==> src/design/sbpq_pkg.sv <==
// shared types, sizes and codes for the stable bucket priority queue
`timescale 1ns / 1ps
package sbpq_pkg;

    localparam int CAPACITY     = 64;
    localparam int KEY_BITS     = 16;
    localparam int PAYLOAD_BITS = 32;
    localparam int CNT_W        = $clog2(CAPACITY + 1);

    typedef logic [KEY_BITS-1:0]     t_key;
    typedef logic [PAYLOAD_BITS-1:0] t_pay;
    typedef logic [CNT_W-1:0]        t_cnt;
    typedef logic [1:0]              t_status;

    // operation codes
    localparam logic OP_PUSH = 1'b0;
    localparam logic OP_POP  = 1'b1;

    // result status codes
    localparam t_status ST_OK    = 2'd0;
    localparam t_status ST_FULL  = 2'd1;
    localparam t_status ST_EMPTY = 2'd2;

    // broadcast control from the top level to every cell
    typedef struct packed {
        logic push;
        logic pop;
        logic highest_first;
    } t_ctrl;

endpackage

==> src/design/sbpq_cell.sv <==
// one slot of the sorted chain: holds a key and payload, shifts with its neighbors
`timescale 1ns / 1ps
module sbpq_cell (
    input  logic               i_clk,
    input  sbpq_pkg::t_ctrl    i_ctrl,
    input  logic               i_occ,
    input  sbpq_pkg::t_key     i_in_key,
    input  sbpq_pkg::t_pay     i_in_pay,
    input  logic               i_left_ahead,
    input  sbpq_pkg::t_key     i_left_key,
    input  sbpq_pkg::t_pay     i_left_pay,
    input  sbpq_pkg::t_key     i_right_key,
    input  sbpq_pkg::t_pay     i_right_pay,
    output sbpq_pkg::t_key     o_key,
    output sbpq_pkg::t_pay     o_pay,
    output logic               o_ahead
);
    import sbpq_pkg::*;

    t_key r_key, n_key;
    t_pay r_pay, n_pay;

    // stored entry keeps its place ahead of the incoming key
    assign o_ahead = i_occ && (i_ctrl.highest_first ? (r_key >= i_in_key)
                                                    : (r_key <= i_in_key));

    always_comb begin
        n_key = r_key;
        n_pay = r_pay;
        if (i_ctrl.push && !o_ahead) begin
            if (i_left_ahead) begin
                n_key = i_in_key;
                n_pay = i_in_pay;
            end else begin
                n_key = i_left_key;
                n_pay = i_left_pay;
            end
        end else if (i_ctrl.pop) begin
            n_key = i_right_key;
            n_pay = i_right_pay;
        end
    end

    always_ff @(posedge i_clk) begin
        r_key <= n_key;
        r_pay <= n_pay;
    end

    assign o_key = r_key;
    assign o_pay = r_pay;

endmodule

==> config.mk <==
export PLATFORM = sky130hd
export DESIGN_NAME = sbpq_cell
export DESIGN_NICKNAME = d
export VERILOG_FILES = /design/src/design/sbpq_pkg.sv /design/src/design/sbpq_cell.sv
export SDC_FILE = /design/constraint.sdc
export NUM_CORES = 1
export LEC_CHECK = 0
export ABC_CLOCK_PERIOD_IN_PS = 6320
export BUFFER_PORTS_ARGS = -buffer_cell sky130_fd_sc_hd__buf_2
export CAP_MARGIN = 20
export CORE_MARGIN = 4
export CORE_UTILIZATION = 43
export DETAILED_ROUTE_END_ITERATION = 16
export MAX_ROUTING_LAYER = met4
export PLACE_DENSITY_LB_ADDON = 0.12
export SYNTH_ARGS = -nofsm -noshare
export SYNTH_HDL_FRONTEND = slang
export SYNTH_SLANG_ARGS = --single-unit
==> constraint.sdc <==
create_clock -name i_clk -period 6.32 [get_ports i_clk]
set_clock_uncertainty 0.15 [all_clocks]
set_input_delay 1.896 -clock i_clk [delete_from_list [all_inputs] [get_ports i_clk]]
set_output_delay 1.896 -clock i_clk [all_outputs]
set_load 0.05 [all_outputs]
==> metrics.md <==
| Metric | Value |
|---|---|
| Max cap viols | 0 |
| Unrepaired setup endpoints after global routing | no |
| Final wirelength | 7.62 mm |
| Most frequent cell after synthesis | mux2_2 |
| Critical path cell sequence | buf_2 -> inv_1 -> ha_1 -> a21oi_1 -> o221ai_1 -> o21a_1 -> or3_1 -> a31oi_1 -> buf_2 |
| Asr flop ratio synth | 0% |
| Max VDD drop | between 0.1 and 0.15 mV |
| Critical Path Slowest Stage Cell | or3_1 |
| Postcts setup bufs | 0 |
| Nets | about 580 |
| Via count normalized by instance count | 4.78 |
| Vias | 2448 |
| # hold bufs at CTS | 0 |
| RD Place Congestion | about 0.84 |
| Max Clk Rate | 172 MHz |
| Final Setup Violations | 0 |
| CORE AREA | 6830 um^2 |
| Gr ovfl total | 0 |
| Clock sink count | 48 |
| Critical path capture point type | output port |
| Synth Cell Area | 3040 um^2 |
| Bufs and invs on worst path | 3 |
| Max clock buf depth | 2 |
| Mapped Nets | 384 |
| Worst-path clk slew | around 0.09 ns |
| Worst-Margin Slew | 1.06 ns |
| Area after DPL | 4120 um^2 |
| Largest delay share family, worst path | compound AO/OA/AOI/OAI gates |
| Crit path DAT | 3.77 ns |
| Status | completed |
| HP Class | flip-flop to flip-flop |
| PostCTS Resize Cnt | 0 |
| P_leak | ~2 nW |
| Cell variety after synth | 23 |
| Syn. warnings | 0 |
| Setup TNS Final | 0 ns |
| Share of cells above drive strength 1 | 73.3% |
| Top FF cell, synth | edfxtp_1 |
| Drt drc | 0 |
| Die span in y | 92.1 um |
| Die width | 92.1 um |
| Largest area contributor in the netlist | edfxtp_1 |
| DRT iter0 DRCs | 92 |
| Mean Syn Cell Area | 13.9 um^2 |
| Antenna violations before repair | 0 |
| CP max FO | 2 |
| DP Wirelength | 6.03 mm |
| Type of origin of the critical path | primary input |
| Cell repeated most along the worst path | buf_2 |
| Slew margin rel. | 29.2% |
| ANT nets after route | 0 |
| Synth area leaders | edfxtp_1, mux2_2, ha_1, inv_1, a21oi_1 |
| Pin count of the biggest net entering global routing | 49 |
| TritonCTS clock tree | built |
| Pwr dens | 253 nW/um^2 |
| 1st-pass router iterations | 4 |
| ANT cells | 0 |
| Clock tree root driver cell | clkbuf_8 |
| Layout area overhead | 39.3% |
| FP Rows | 30 |
| #FFs+latches synth | 48 |
| Top post-synthesis cells by count | mux2_2, edfxtp_1, inv_1, ha_1, a21oi_1 |
| CP max stage delay | approximately 0.4 ns |
| Synth Instances | 218 |
| Req. time, crit path | between 4 and 5 ns |
| H-tree depth | 2 |
| Global Route Usage Sum | a little under a fifth |
| Post-synth EDFFs | 48 |
| Synth top area share | 47.4% |
| Worst Setup Path Type | primary input to output port |
| Fin. max-slew vios | 0 |
| IO Pins | 199 |
| Worst skew pair latency | 0.29 ns |
| Num CTS Buffers | 5 |
| Register area share after synthesis | between 40% and 50% |
| PnR Total Power | 0.00107 W |
| Global-route wire length before repair | 11.7 mm |
| Vias in the first global route | 2509 |
| Initial Utilization | 44.5% |
| Post-DR wirelength/cell | 14.9 um |
| Final Cycle Share | 92.1% |
| Min cycle time layout | 5.82 ns |
| Post-layout instance area | 4230 um^2 |
| Number of port buffers | 198 |
| Total die area | 8470 um^2 |
| Final hold violations | 0 |
[registers in the layout (all words and copies together) (netlist names)]
signal and cells:
o_key 16, o_pay 32
[kinds of logic after synthesis]
logic type      count (synthesis)  share of synthesized area, %
flops                          48                          47.4
compound gates                 15                          3.46
simple gates                   13                          2.22
mux                            96                          35.6
buf+inv                        30                          4.69
fa+ha+maj                      16                          6.59
[cell type report]
class,instances,area [um^2]
Fill cell,589,2600
Multi-Input combinational cell,140,1470
Sequential cell,48,1440
Timing Repair Buffer,200,1020
Tap cell,96,120
Inverter,20,75.1
Clock buffer,6,72.6
Clock inverter,2,35.0
[metal layers]
layer | up-vias | track usage, % | wire (um)
met3 | 14 | 5.58 | 748
met5 | - | - | 0
met1 | 1098 | 21.1 | 2980
met2 | 124 | 29.7 | 3730
met4 | 0 | 6.44 | 163
li1 | 1212 | - | -
[stage by stage]
stage | hold WS [ns] | cells | worst slack (ns) | utilization [%]
2_1_floorplan | 1.48 | 218 | 0.352 | -
5_1_grt | 1.46 | 512 | 0.419 | 61.9
3_3_place_gp | 1.37 | 504 | 0.561 | 60.3
3_5_place_dp | 1.38 | 504 | 0.516 | 60.3
4_1_cts | 1.38 | 512 | 0.509 | 61.9
6_report | 1.36 | 512 | 0.501 | 61.9
[cell usage in the layout, fill, tap and decap left out]
cell,netlist,routed
a211oi_1,1,1
a21o_1,1,1
a21oi_1,6,6
a31oi_1,1,1
a41oi_4,0,1
buf_12,0,1
buf_2,0,198
buf_4,3,1
bufinv_16,0,1
clkbuf_1,5,1
clkbuf_8,0,5
clkinv_2,0,1
edfxtp_1,48,48
ha_1,16,16
inv_1,20,20
mux2_2,96,96
nand2_1,4,4
nand2b_1,2,1
nand2b_2,0,1
nand4_1,3,3
nor2_1,1,1
nor2b_1,1,1
nor3_1,1,1
o21a_1,2,2
o21ai_0,1,1
o221ai_1,2,2
or3_1,1,1
[worst register-to-register path, delay by kind of cell (launching register included)]
kind | cells | cell delay, ns
DFF | 1 | 0.39
AOI/OAI and AO/OA | 4 | 1.29
muxes | 1 | 0.38
adders and majority gates | 1 | 0.30
and+or+nand+nor | 1 | 0.40
buffers and inverters | 1 | 0.30
[power by group]
part           switching (W)  leakage [nW]  total [W]  internal, W
Sequential         0.0000147         0.488   0.000426     0.000412
Clock               0.000104        0.0552   0.000221     0.000118
Combinational       0.000273          1.45   0.000425     0.000151
[path summary, 6_finish.rpt]
kind	from	to	slack, ns	depth (start not counted)
worst min register to register	o_key[1]	o_key[7]	1.36	4
worst max-delay path	i_in_key[3]	o_ahead	0.50	9
worst max register to register	o_key[3]	o_pay[16]	2.87	8
worst min-delay path	o_key[1]	o_key[7]	1.36	4
(Power assumes the default switching activity.)
